## src/rtl/dcbsp_pkg.sv

```systemverilog
// Package for the DC bus source protection block.
// Holds the command and tie mode codes, register indexes, field widths and the
// structs shared by the register file, the evaluation logic and the top level.
package dcbsp_pkg;

   // Field widths.
   localparam int NUM_CELLS   = 3;
   localparam int CUR_W       = 16;
   localparam int VOLT_W      = 15;
   localparam int LIMIT_W     = 15;
   localparam int SUM_W       = VOLT_W + 2;
   localparam int CSR_INDEX_W = 2;
   localparam int CSR_DATA_W  = 15;

   // The overcurrent limit after reset is 75.00 A.
   localparam logic [LIMIT_W-1:0] LIMIT_RESET = LIMIT_W'(7500);

   // Register indexes on the configuration port.
   localparam logic [CSR_INDEX_W-1:0] REG_TIE_MODE  = CSR_INDEX_W'(0);
   localparam logic [CSR_INDEX_W-1:0] REG_GROUND_EN = CSR_INDEX_W'(1);
   localparam logic [CSR_INDEX_W-1:0] REG_OC_LIMIT  = CSR_INDEX_W'(2);

   typedef enum logic [1:0] {
      ACT_TICK       = 2'd0,
      ACT_CONNECT    = 2'd1,
      ACT_DISCONNECT = 2'd2
   } action_type;

   typedef enum logic [1:0] {
      TIE_OFF    = 2'd0,
      TIE_AUTO   = 2'd1,
      TIE_ALWAYS = 2'd2
   } tie_mode_type;

   // Configuration seen by the evaluation logic.
   typedef struct packed {
      logic [1:0]         tie_mode;
      logic               ground_en;
      logic [LIMIT_W-1:0] oc_limit;
   } cfg_type;

   // One request transaction as held in the input register.
   typedef struct packed {
      logic [1:0]                          action;
      logic [1:0]                          cell_select;
      logic [NUM_CELLS-1:0][CUR_W-1:0]     cell_current;
      logic [NUM_CELLS-1:0][VOLT_W-1:0]    cell_voltage;
      logic [VOLT_W-1:0]                   battery1_voltage;
      logic [VOLT_W-1:0]                   battery2_voltage;
      logic [VOLT_W-1:0]                   ground_voltage;
      logic [VOLT_W-1:0]                   docked_voltage;
   } req_type;

   // Protection state carried from one transaction to the next.
   typedef struct packed {
      logic [NUM_CELLS-1:0] linked;
      logic [NUM_CELLS-1:0] alarm;
      logic                 tie;
   } state_type;

   // One response transaction as held in the result register.
   typedef struct packed {
      logic [NUM_CELLS-1:0] connected_mask;
      logic [NUM_CELLS-1:0] alarm_mask;
      logic                 any_alarm;
      logic                 batteries_tied;
      logic                 bus_live;
   } rsp_type;

endpackage

```

## src/rtl/dcbsp_if.sv

```systemverilog
// Channel interfaces for the DC bus source protection block.
// Request, response and configuration write channels; widths come from dcbsp_pkg.

// Request channel: one command or protection tick per transaction.
interface dcbsp_req_if;
   logic                                valid;
   logic                                ready;
   logic [1:0]                          action;
   logic [1:0]                          cell_select;
   logic signed [dcbsp_pkg::CUR_W-1:0]  cell1_current;
   logic signed [dcbsp_pkg::CUR_W-1:0]  cell2_current;
   logic signed [dcbsp_pkg::CUR_W-1:0]  cell3_current;
   logic signed [dcbsp_pkg::VOLT_W-1:0] cell1_voltage;
   logic signed [dcbsp_pkg::VOLT_W-1:0] cell2_voltage;
   logic signed [dcbsp_pkg::VOLT_W-1:0] cell3_voltage;
   logic signed [dcbsp_pkg::VOLT_W-1:0] battery1_voltage;
   logic signed [dcbsp_pkg::VOLT_W-1:0] battery2_voltage;
   logic signed [dcbsp_pkg::VOLT_W-1:0] ground_voltage;
   logic signed [dcbsp_pkg::VOLT_W-1:0] docked_voltage;

   modport source (
      output valid, action, cell_select, cell1_current, cell2_current, cell3_current,
             cell1_voltage, cell2_voltage, cell3_voltage, battery1_voltage,
             battery2_voltage, ground_voltage, docked_voltage,
      input  ready
   );
   modport sink (
      input  valid, action, cell_select, cell1_current, cell2_current, cell3_current,
             cell1_voltage, cell2_voltage, cell3_voltage, battery1_voltage,
             battery2_voltage, ground_voltage, docked_voltage,
      output ready
   );
endinterface

// Response channel: the state after each request transaction.
interface dcbsp_rsp_if;
   logic                               valid;
   logic                               ready;
   logic [dcbsp_pkg::NUM_CELLS-1:0]    connected_mask;
   logic [dcbsp_pkg::NUM_CELLS-1:0]    alarm_mask;
   logic                               any_alarm;
   logic                               batteries_tied;
   logic                               bus_live;

   modport source (
      output valid, connected_mask, alarm_mask, any_alarm, batteries_tied, bus_live,
      input  ready
   );
   modport sink (
      input  valid, connected_mask, alarm_mask, any_alarm, batteries_tied, bus_live,
      output ready
   );
endinterface

// Configuration write channel.
interface dcbsp_csr_if;
   logic                                 valid;
   logic                                 ready;
   logic [dcbsp_pkg::CSR_INDEX_W-1:0]    index;
   logic [dcbsp_pkg::CSR_DATA_W-1:0]     wdata;

   modport source (output valid, index, wdata, input ready);
   modport sink   (input valid, index, wdata, output ready);
endinterface

```

## src/rtl/dc_bus_source_protection.sv

```systemverilog
// DC bus source protection. A request accepted at a clock edge sits in the input register, and its
// response goes into the result register after one pass, once that register is free or draining.
// Throughput is one transaction per cycle while responses are taken; a held response stalls the
// input register only once both registers are full. Reset is synchronous and active high: it
// empties both stages, disconnects all cells, clears all alarms, opens the battery tie and restores
// the registers. Depends on dcbsp_pkg, dcbsp_if, dcbsp_csr and dcbsp_eval.
module dc_bus_source_protection (
   input  logic         clock,
   input  logic         reset,
   dcbsp_req_if.sink    req_bus,
   dcbsp_rsp_if.source  rsp_bus,
   dcbsp_csr_if.sink    csr_bus
);

   dcbsp_pkg::cfg_type   cfg;
   dcbsp_pkg::req_type   req_ff,     req_in;
   dcbsp_pkg::state_type state_ff,   state_in;
   dcbsp_pkg::state_type next_state;
   dcbsp_pkg::rsp_type   rsp_ff,     rsp_in;
   logic                 req_valid_ff, req_valid_in;
   logic                 rsp_valid_ff, rsp_valid_in;
   logic                 bus_live;
   logic                 req_take;
   logic                 advance;

   dcbsp_csr u_csr (
      .clock   (clock),
      .reset   (reset),
      .csr_bus (csr_bus),
      .cfg     (cfg)
   );

   dcbsp_eval u_eval (
      .req        (req_ff),
      .cur_state  (state_ff),
      .cfg        (cfg),
      .next_state (next_state),
      .bus_live   (bus_live)
   );

   // Handshake: the input stage moves on whenever the result register is free or draining.
   assign advance       = req_valid_ff && (!rsp_valid_ff || rsp_bus.ready);
   assign req_bus.ready = !req_valid_ff || advance;
   assign req_take      = req_bus.valid && req_bus.ready;

   // Input register capture.
   always_comb begin
      req_in                  = req_ff;
      req_in.action           = req_bus.action;
      req_in.cell_select      = req_bus.cell_select;
      req_in.cell_current[0]  = req_bus.cell1_current;
      req_in.cell_current[1]  = req_bus.cell2_current;
      req_in.cell_current[2]  = req_bus.cell3_current;
      req_in.cell_voltage[0]  = req_bus.cell1_voltage;
      req_in.cell_voltage[1]  = req_bus.cell2_voltage;
      req_in.cell_voltage[2]  = req_bus.cell3_voltage;
      req_in.battery1_voltage = req_bus.battery1_voltage;
      req_in.battery2_voltage = req_bus.battery2_voltage;
      req_in.ground_voltage   = req_bus.ground_voltage;
      req_in.docked_voltage   = req_bus.docked_voltage;

      if (req_take) begin
         req_valid_in = 1'b1;
      end else if (advance) begin
         req_valid_in = 1'b0;
      end else begin
         req_valid_in = req_valid_ff;
      end
   end

   // State and result register update when a transaction leaves the input stage.
   always_comb begin
      state_in = state_ff;
      rsp_in   = rsp_ff;
      if (advance) begin
         state_in              = next_state;
         rsp_in.connected_mask = next_state.linked;
         rsp_in.alarm_mask     = next_state.alarm;
         rsp_in.any_alarm      = |next_state.alarm;
         rsp_in.batteries_tied = next_state.tie;
         rsp_in.bus_live       = bus_live;
      end

      if (advance) begin
         rsp_valid_in = 1'b1;
      end else if (rsp_bus.ready) begin
         rsp_valid_in = 1'b0;
      end else begin
         rsp_valid_in = rsp_valid_ff;
      end
   end

   // Control and protection state.
   always_ff @(posedge clock) begin
      if (reset) begin
         req_valid_ff <= 1'b0;
         rsp_valid_ff <= 1'b0;
         state_ff     <= '0;
      end else begin
         req_valid_ff <= req_valid_in;
         rsp_valid_ff <= rsp_valid_in;
         state_ff     <= state_in;
      end
   end

   // Payload registers.
   always_ff @(posedge clock) begin
      if (req_take) begin
         req_ff <= req_in;
      end
      rsp_ff <= rsp_in;
   end

   assign rsp_bus.valid          = rsp_valid_ff;
   assign rsp_bus.connected_mask = rsp_ff.connected_mask;
   assign rsp_bus.alarm_mask     = rsp_ff.alarm_mask;
   assign rsp_bus.any_alarm      = rsp_ff.any_alarm;
   assign rsp_bus.batteries_tied = rsp_ff.batteries_tied;
   assign rsp_bus.bus_live       = rsp_ff.bus_live;

endmodule

```

## src/rtl/dcbsp_csr.sv

```systemverilog
// Configuration registers of the DC bus source protection block.
// Depends on dcbsp_pkg and dcbsp_csr_if; always ready, writes to unknown indexes are dropped.
module dcbsp_csr (
   input  logic               clock,
   input  logic               reset,
   dcbsp_csr_if.sink          csr_bus,
   output dcbsp_pkg::cfg_type cfg
);

   logic [1:0]                    tie_mode_ff,  tie_mode_in;
   logic                          ground_en_ff, ground_en_in;
   logic [dcbsp_pkg::LIMIT_W-1:0] oc_limit_ff,  oc_limit_in;
   logic                          wr_en;

   assign csr_bus.ready = 1'b1;
   assign wr_en         = csr_bus.valid;

   // Register write decode.
   always_comb begin
      tie_mode_in  = tie_mode_ff;
      ground_en_in = ground_en_ff;
      oc_limit_in  = oc_limit_ff;
      if (wr_en) begin
         unique case (csr_bus.index)
            dcbsp_pkg::REG_TIE_MODE:  tie_mode_in  = csr_bus.wdata[1:0];
            dcbsp_pkg::REG_GROUND_EN: ground_en_in = csr_bus.wdata[0];
            dcbsp_pkg::REG_OC_LIMIT:  oc_limit_in  = csr_bus.wdata[dcbsp_pkg::LIMIT_W-1:0];
            default: ;
         endcase
      end
   end

   always_ff @(posedge clock) begin
      if (reset) begin
         tie_mode_ff  <= dcbsp_pkg::TIE_OFF;
         ground_en_ff <= 1'b0;
         oc_limit_ff  <= dcbsp_pkg::LIMIT_RESET;
      end else begin
         tie_mode_ff  <= tie_mode_in;
         ground_en_ff <= ground_en_in;
         oc_limit_ff  <= oc_limit_in;
      end
   end

   assign cfg.tie_mode  = tie_mode_ff;
   assign cfg.ground_en = ground_en_ff;
   assign cfg.oc_limit  = oc_limit_ff;

endmodule

```

## src/rtl/dcbsp_eval.sv

```systemverilog
// Next-state evaluation for the DC bus source protection block.
// Depends on dcbsp_pkg; purely combinational, sits between the input and result registers.
module dcbsp_eval (
   input  dcbsp_pkg::req_type   req,
   input  dcbsp_pkg::state_type cur_state,
   input  dcbsp_pkg::cfg_type   cfg,
   output dcbsp_pkg::state_type next_state,
   output logic                 bus_live
);

   localparam int SW = dcbsp_pkg::SUM_W;
   localparam int NC = dcbsp_pkg::NUM_CELLS;

   logic [NC-1:0]          over_cur;
   logic [NC-1:0]          under_volt;
   logic [NC-1:0]          linked_oc;
   logic [NC-1:0]          linked_uv;
   logic [NC-1:0]          sel_hot;
   logic signed [SW-1:0]   sum_oc;
   logic signed [SW-1:0]   sum_uv;
   logic signed [dcbsp_pkg::VOLT_W:0] batt_sum;
   logic                   gnd_pos;
   logic                   live;
   logic                   tie_next;

   // Overcurrent trip, then the linked cell sum and the other sources that decide whether the bus is live.
   always_comb begin
      for (int i = 0; i < NC; i++) begin
         over_cur[i] = cur_state.linked[i] &&
            ($signed(req.cell_current[i]) >
             $signed({2'b00, cfg.oc_limit}));
      end
      linked_oc = cur_state.linked & ~over_cur;

      sum_oc = '0;
      for (int i = 0; i < NC; i++) begin
         if (linked_oc[i]) begin
            sum_oc = sum_oc + SW'($signed(req.cell_voltage[i]));
         end
      end

      batt_sum = (dcbsp_pkg::VOLT_W+1)'($signed(req.battery1_voltage)) +
                 (dcbsp_pkg::VOLT_W+1)'($signed(req.battery2_voltage));
      gnd_pos  = cfg.ground_en && ($signed(req.ground_voltage) > 0);

      live = (sum_oc != '0) ||
             (cur_state.tie && (batt_sum != '0)) ||
             (cfg.ground_en && (req.ground_voltage != '0)) ||
             (req.docked_voltage != '0);
   end

   // Undervoltage trip on a live bus, then the sum left for the automatic tie.
   always_comb begin
      for (int i = 0; i < NC; i++) begin
         under_volt[i] = live && linked_oc[i] && ($signed(req.cell_voltage[i]) <= 0);
      end
      linked_uv = linked_oc & ~under_volt;

      sum_uv = '0;
      for (int i = 0; i < NC; i++) begin
         if (linked_uv[i]) begin
            sum_uv = sum_uv + SW'($signed(req.cell_voltage[i]));
         end
      end

      case (cfg.tie_mode)
         dcbsp_pkg::TIE_ALWAYS: tie_next = 1'b1;
         dcbsp_pkg::TIE_AUTO:   tie_next = !((sum_uv > 0) || gnd_pos);
         default:               tie_next = 1'b0;
      endcase
   end

   // One-hot form of the cell named by a command; cell zero names nothing.
   always_comb begin
      unique case (req.cell_select)
         2'd1:    sel_hot = 3'b001;
         2'd2:    sel_hot = 3'b010;
         2'd3:    sel_hot = 3'b100;
         default: sel_hot = 3'b000;
      endcase
   end

   // Pick the update for this transaction's action.
   always_comb begin
      next_state = cur_state;
      bus_live   = 1'b0;
      unique case (req.action)
         dcbsp_pkg::ACT_TICK: begin
            next_state.linked = linked_uv;
            next_state.alarm  = cur_state.alarm | over_cur | under_volt;
            next_state.tie    = tie_next;
            bus_live          = live;
         end
         dcbsp_pkg::ACT_CONNECT: begin
            next_state.linked = cur_state.linked | sel_hot;
            next_state.alarm  = cur_state.alarm & ~sel_hot;
         end
         dcbsp_pkg::ACT_DISCONNECT: begin
            next_state.linked = cur_state.linked & ~sel_hot;
            next_state.alarm  = cur_state.alarm & ~sel_hot;
         end
         default: ;
      endcase
   end

endmodule

```

## src/flat_wrapper.sv

```systemverilog
// flat-port wrapper written by rule: the top's interface ports become plain ports
module dc_bus_source_protection_flat 
  (clock, reset, req_bus_valid, req_bus_action, req_bus_cell_select, req_bus_cell1_current, req_bus_cell2_current, req_bus_cell3_current, req_bus_cell1_voltage, req_bus_cell2_voltage, req_bus_cell3_voltage, req_bus_battery1_voltage, req_bus_battery2_voltage, req_bus_ground_voltage, req_bus_docked_voltage, req_bus_ready, rsp_bus_valid, rsp_bus_connected_mask, rsp_bus_alarm_mask, rsp_bus_any_alarm, rsp_bus_batteries_tied, rsp_bus_bus_live, rsp_bus_ready, csr_bus_valid, csr_bus_index, csr_bus_wdata, csr_bus_ready);
  dcbsp_req_if req_bus_i ();
  dcbsp_rsp_if rsp_bus_i ();
  dcbsp_csr_if csr_bus_i ();
  input  logic clock;
  input  logic reset;
  input wire logic [$bits(req_bus_i.valid)-1:0] req_bus_valid;
  input wire logic [$bits(req_bus_i.action)-1:0] req_bus_action;
  input wire logic [$bits(req_bus_i.cell_select)-1:0] req_bus_cell_select;
  input wire logic [$bits(req_bus_i.cell1_current)-1:0] req_bus_cell1_current;
  input wire logic [$bits(req_bus_i.cell2_current)-1:0] req_bus_cell2_current;
  input wire logic [$bits(req_bus_i.cell3_current)-1:0] req_bus_cell3_current;
  input wire logic [$bits(req_bus_i.cell1_voltage)-1:0] req_bus_cell1_voltage;
  input wire logic [$bits(req_bus_i.cell2_voltage)-1:0] req_bus_cell2_voltage;
  input wire logic [$bits(req_bus_i.cell3_voltage)-1:0] req_bus_cell3_voltage;
  input wire logic [$bits(req_bus_i.battery1_voltage)-1:0] req_bus_battery1_voltage;
  input wire logic [$bits(req_bus_i.battery2_voltage)-1:0] req_bus_battery2_voltage;
  input wire logic [$bits(req_bus_i.ground_voltage)-1:0] req_bus_ground_voltage;
  input wire logic [$bits(req_bus_i.docked_voltage)-1:0] req_bus_docked_voltage;
  output wire logic [$bits(req_bus_i.ready)-1:0] req_bus_ready;
  output wire logic [$bits(rsp_bus_i.valid)-1:0] rsp_bus_valid;
  output wire logic [$bits(rsp_bus_i.connected_mask)-1:0] rsp_bus_connected_mask;
  output wire logic [$bits(rsp_bus_i.alarm_mask)-1:0] rsp_bus_alarm_mask;
  output wire logic [$bits(rsp_bus_i.any_alarm)-1:0] rsp_bus_any_alarm;
  output wire logic [$bits(rsp_bus_i.batteries_tied)-1:0] rsp_bus_batteries_tied;
  output wire logic [$bits(rsp_bus_i.bus_live)-1:0] rsp_bus_bus_live;
  input wire logic [$bits(rsp_bus_i.ready)-1:0] rsp_bus_ready;
  input wire logic [$bits(csr_bus_i.valid)-1:0] csr_bus_valid;
  input wire logic [$bits(csr_bus_i.index)-1:0] csr_bus_index;
  input wire logic [$bits(csr_bus_i.wdata)-1:0] csr_bus_wdata;
  output wire logic [$bits(csr_bus_i.ready)-1:0] csr_bus_ready;
  assign req_bus_i.valid = req_bus_valid;
  assign req_bus_i.action = req_bus_action;
  assign req_bus_i.cell_select = req_bus_cell_select;
  assign req_bus_i.cell1_current = req_bus_cell1_current;
  assign req_bus_i.cell2_current = req_bus_cell2_current;
  assign req_bus_i.cell3_current = req_bus_cell3_current;
  assign req_bus_i.cell1_voltage = req_bus_cell1_voltage;
  assign req_bus_i.cell2_voltage = req_bus_cell2_voltage;
  assign req_bus_i.cell3_voltage = req_bus_cell3_voltage;
  assign req_bus_i.battery1_voltage = req_bus_battery1_voltage;
  assign req_bus_i.battery2_voltage = req_bus_battery2_voltage;
  assign req_bus_i.ground_voltage = req_bus_ground_voltage;
  assign req_bus_i.docked_voltage = req_bus_docked_voltage;
  assign req_bus_ready = req_bus_i.ready;
  assign rsp_bus_valid = rsp_bus_i.valid;
  assign rsp_bus_connected_mask = rsp_bus_i.connected_mask;
  assign rsp_bus_alarm_mask = rsp_bus_i.alarm_mask;
  assign rsp_bus_any_alarm = rsp_bus_i.any_alarm;
  assign rsp_bus_batteries_tied = rsp_bus_i.batteries_tied;
  assign rsp_bus_bus_live = rsp_bus_i.bus_live;
  assign rsp_bus_i.ready = rsp_bus_ready;
  assign csr_bus_i.valid = csr_bus_valid;
  assign csr_bus_i.index = csr_bus_index;
  assign csr_bus_i.wdata = csr_bus_wdata;
  assign csr_bus_ready = csr_bus_i.ready;
  dc_bus_source_protection u_core (.clock(clock), .reset(reset), .req_bus(req_bus_i), .rsp_bus(rsp_bus_i), .csr_bus(csr_bus_i));
endmodule
```

## config.mk

```make
export PLATFORM = sky130hd
export DESIGN_NAME = dc_bus_source_protection_flat
export DESIGN_NICKNAME = d
export VERILOG_FILES = /design/src/rtl/dcbsp_pkg.sv /design/src/rtl/dcbsp_if.sv /design/src/rtl/dc_bus_source_protection.sv /design/src/rtl/dcbsp_csr.sv /design/src/rtl/dcbsp_eval.sv /design/src/flat_wrapper.sv
export SDC_FILE = /design/constraint.sdc
export NUM_CORES = 1
export LEC_CHECK = 0
export BUFFER_PORTS_ARGS = -buffer_cell sky130_fd_sc_hd__buf_2
export CORE_MARGIN = 10
export CORE_UTILIZATION = 50
export DETAILED_ROUTE_END_ITERATION = 7
export PLACE_DENSITY = 0.72
export SLEW_MARGIN = 20
export SYNTH_ARGS = -nofsm -noshare
export SYNTH_HDL_FRONTEND = slang
export SYNTH_SLANG_ARGS = --single-unit
```

## constraint.sdc

```tcl
create_clock -name clock -period 15.1 [get_ports clock]
set_input_delay 0.755 -clock clock [delete_from_list [all_inputs] [get_ports clock]]
set_output_delay 0.755 -clock clock [all_outputs]
set_load 0.02 [all_outputs]
```

==> impl_metrics.tcl <==
set metrics [dict create \
    fmax_mhz 88.1 \
    synth_cells 1178 \
    synth.distinct_cells 80 \
    overflow 0 \
    r2r-start "u_core.u_csr.oc_limit_ff[14]$_SDFFE_PP0P_" \
    clock_path_buffers 2 \
    synth-edff-count 166 \
    fin_util 0.585 \
    cp_num_buf_inv 3 \
    holdPathStages 2 \
    drive_above_1_share 0.182 \
    ys.flop_type "edfxtp_1" \
    cp-start-kind "flip-flop" \
    synth_area_mm2 0.0122 \
    grt_max_degree 65 \
    max-cap-violations 0 \
    postPlaceCellArea_mm2 0.0135 \
    initial_utilization 0.505 \
    grt_pass1_vias 9847 \
    cts_resized 0 \
    fillers 2090 \
    ys_async_sr_fraction 0 \
    yosysWarnings 0 \
    reg2reg_slack_ns 3.75 \
    p_per_area_mw_per_mm2 92.2 \
    wl_met2_um 15700 \
    synth_seq_cells 193 \
    clkTransAtPathRegs_ns 0.08 \
    critPathMaxFanout 22 \
    synth_top_family_by_area "compound AO/OA/AOI/OAI gates" \
    diodes 0 \
    synth_xor_area_frac 0.0360 \
    whs_endpoint "u_core.u_csr.oc_limit_ff[5]$_SDFFE_PP0P_" \
    dr.first_iter.drc_count 818 \
    maxUsedRoutingLayer "met5" \
    hold_path_class "reg2reg" \
    report.final.slew_viol_count 0 \
    synth_compound_area_frac 0.176 \
    met3WireLength_um 2200 \
    rr_endpoint "u_core.rsp_bus.batteries_tied$_DFFE_PP_" \
    wl_per_cell_um 19.3 \
    area_delta_synth_final_pct 15.8 \
    tightest_slew_ns 0.992 \
    grt_pass1_wl_um 51400 \
    min_period_ns 11.35 \
    syn_nets 1486 \
    path_common_cell "ha_1" \
    syn_avg_cell_area_um2 10.3 \
    max-slew-margin-rel 0.336 \
    fin_area_mm2 0.0141 \
    place.gp.congestion 0.913 \
    first_pass_iters 7 \
    portBuffers 189 \
    wl_um 32900 \
    clkSinkCount 193 \
    cp_slowest_cell "or4_1" \
    die_y_um 176 \
    cts_buffers 17 \
    wl_met1_um 13700 \
    status "complete, no violations" \
    postCtsSetupRepairBufs 0 \
    finalSetupViolations 0 \
    max_stage_delay_ns 0.57 \
    hold_viol 0 \
    num_rows 57 \
    rsz0062_at_grt "false" \
    worstHoldStart "u_core.u_csr.oc_limit_ff[5]$_SDFFE_PP0P_" \
    post-route-drc-count 0 \
    critPathTopFamily "compound AO/OA/AOI/OAI gates" \
    synth-simple-area-share 0.148 \
    postRouteAntennaNets 0 \
    period_share 0.752 \
    h-tree-depth 4 \
    seq_area_frac_synth 0.454 \
    antenna_found_initial 4 \
    fin_nets 1674 \
    required_ns 15.42 \
    via_per_inst 5.84 \
    setup_tns_ns 0 \
    clk_latency_ns 0.44 \
    die_x_um 176 \
    core-area_mm2 0.0241 \
    cp.arrival_ns 11.67 \
    dp_hpwl_um 25900 \
    root_buffer "clkbuf_16" \
    critical_path_class "reg2reg" \
    synthAdderAreaFrac 0.136 \
    io_pins 191 \
    dieArea_mm2 0.0310 \
    grt_use_total 0.209 \
    synthMuxAreaShare 0.0181 \
    endpoint_kind "flip-flop" \
    power.leakage_nw 5.98 \
    cts_tree "built" \
    rr_worst_depth 50 \
    hold_buffers 0 \
    dr_total_vias 9939 \
    peakVddDrop_mv 0.0846 \
    fin_skew_ns 0.0134 \
]
-- metrics by stage --
step	setup WS (ns)	power [mW]	cells	hold slack (ns)
detailed placement	3.85	0.832	1671	0.449
global placement	4.23	0.829	1671	0.445
CTS	3.79	1.31	1703	0.461
floorplan	4.93	0.766	1178	0.436
global route	2.64	1.36	1703	0.457
finish	3.75	1.30	1703	0.462
-- synthesized netlist by cell type (15+ instances only) --
master    instances  share of area
nor2b_1          20          0.010
a21o_1           24          0.015
dfxtp_1          27          0.044
a211oi_1         20          0.012
a21oi_1          82          0.034
ha_1            124           0.13
clkbuf_1         15         0.0046
xnor2_1          24          0.017
nor3_1           27          0.011
inv_1            74          0.023
o21ai_0          60          0.025
xor2_1           26          0.019
o211ai_1         25          0.015
nand2_1         113          0.035
edfxtp_1        166           0.41
nor4_1           26          0.013
nand3_1          15         0.0062
nor2_1           77          0.024
-- flip-flops by register name, indices dropped and copies added, names as in the netlist --
signal / cells
u_core.rsp_bus.batteries_tied: 1
u_core.state_ff: 7
u_core.u_csr.oc_limit_ff: 15
u_core.rsp_bus.any_alarm: 1
u_core.rsp_bus.alarm_mask: 3
u_core.rsp_bus.bus_live: 1
u_core.rsp_bus.connected_mask: 3
u_core.rsp_bus.valid: 1
u_core.req_ff: 157
u_core.req_valid_ff: 1
u_core.u_csr.ground_en_ff: 1
u_core.u_csr.tie_mode_ff: 2
-- final cells by class --
cell class / instances / area (µm²) / area share
Multi-Input combinational cell: 885 / 6260 / 0.444
Clock buffer: 17 / 425 / 0.0302
Tap cell: 324 / 405 / 0.0288
Timing Repair Buffer: 195 / 991 / 0.0703
Clock inverter: 15 / 209 / 0.0148
Sequential cell: 193 / 5530 / 0.392
Inverter: 74 / 278 / 0.0197
-- power breakdown --
group | leakage, nW | internal [mW] | switching [mW] | total (mW)
logic | 3.84 | 0.0825 | 0.111 | 0.193
clock network | 0.302 | 0.242 | 0.234 | 0.476
registers | 1.84 | 0.612 | 0.0182 | 0.630
total | 5.98 | 0.936 | 0.363 | 1.30
-- worst reg2reg max path, delay by kind of cell (launching register included) --
| kind | cells | cell delay, ns |
|---|---|---|
| compound gates | 24 | 5.11 |
| simple gates | 16 | 3.46 |
| fa+ha+maj | 5 | 1.56 |
| buf+inv | 3 | 0.53 |
| flops | 1 | 0.34 |
| xor+xnor | 1 | 0.11 |
| mux | 1 | 0.10 |
-- placed cells by master, fill, tap and decap left out, drive strengths merged, types with 6 or more instances in the layout --
cell type and instances:
edfxtp 166, nand3 15, or2 6, o21a 12, a31oi 10, nand3b 7
a21o 24, a211oi 22, nor2b 20, o2111ai 6, o21ai 73, nand4 14
o21bai 6, and2 8, nor3 27, inv 79, and3 10, ha 124
clkinv 8, nor4 26, nand2b 11, nand2 113, xor2 26, a21oi 82
a2111oi 6, dfxtp 27, o211ai 26, buf 195, clkbuf 17, nor2 77
mux2 8, xnor2 24, mux2i 13
-- worst max-delay path by stage --
stage,start,endpoint,slack [ns],cells past startpoint
floorplan,u_core.req_ff[118]$_DFFE_PP_,u_core.rsp_bus.batteries_tied$_DFFE_PP_,4.93,53
global placement,u_core.u_csr.oc_limit_ff[14]$_SDFFE_PP0P_,u_core.rsp_bus.batteries_tied$_DFFE_PP_,4.23,50
detailed placement,u_core.u_csr.oc_limit_ff[13]$_SDFFE_PP0P_,u_core.rsp_bus.batteries_tied$_DFFE_PP_,3.85,51
CTS,u_core.u_csr.oc_limit_ff[14]$_SDFFE_PP0P_,u_core.rsp_bus.batteries_tied$_DFFE_PP_,3.79,51
global route,u_core.u_csr.oc_limit_ff[14]$_SDFFE_PP0P_,u_core.rsp_bus.batteries_tied$_DFFE_PP_,2.64,52
finish,u_core.u_csr.oc_limit_ff[14]$_SDFFE_PP0P_,u_core.rsp_bus.batteries_tied$_DFFE_PP_,3.75,50
-- cell families (layout without fill, tap and decap cells) --
logic type | count (synthesis) | count (layout)
other | 1 | 1
DFF | 193 | 193
muxes | 21 | 21
xor gates and xnor gates | 50 | 50
AOI/OAI and AO/OA | 322 | 322
adders and majority gates | 129 | 129
buffers and inverters | 100 | 301
and+or+nand+nor | 362 | 362
-- layer usage --
metal | global-route usage | vias to the layer above
met1 | 0.254 | 4659
met3 | 0.0575 | 74
met4 | 0.0788 | 6
met5 | 0 | -
li1 | - | 4845
met2 | 0.347 | 355
No activity file was read; power rests on OpenSTA's default activity.
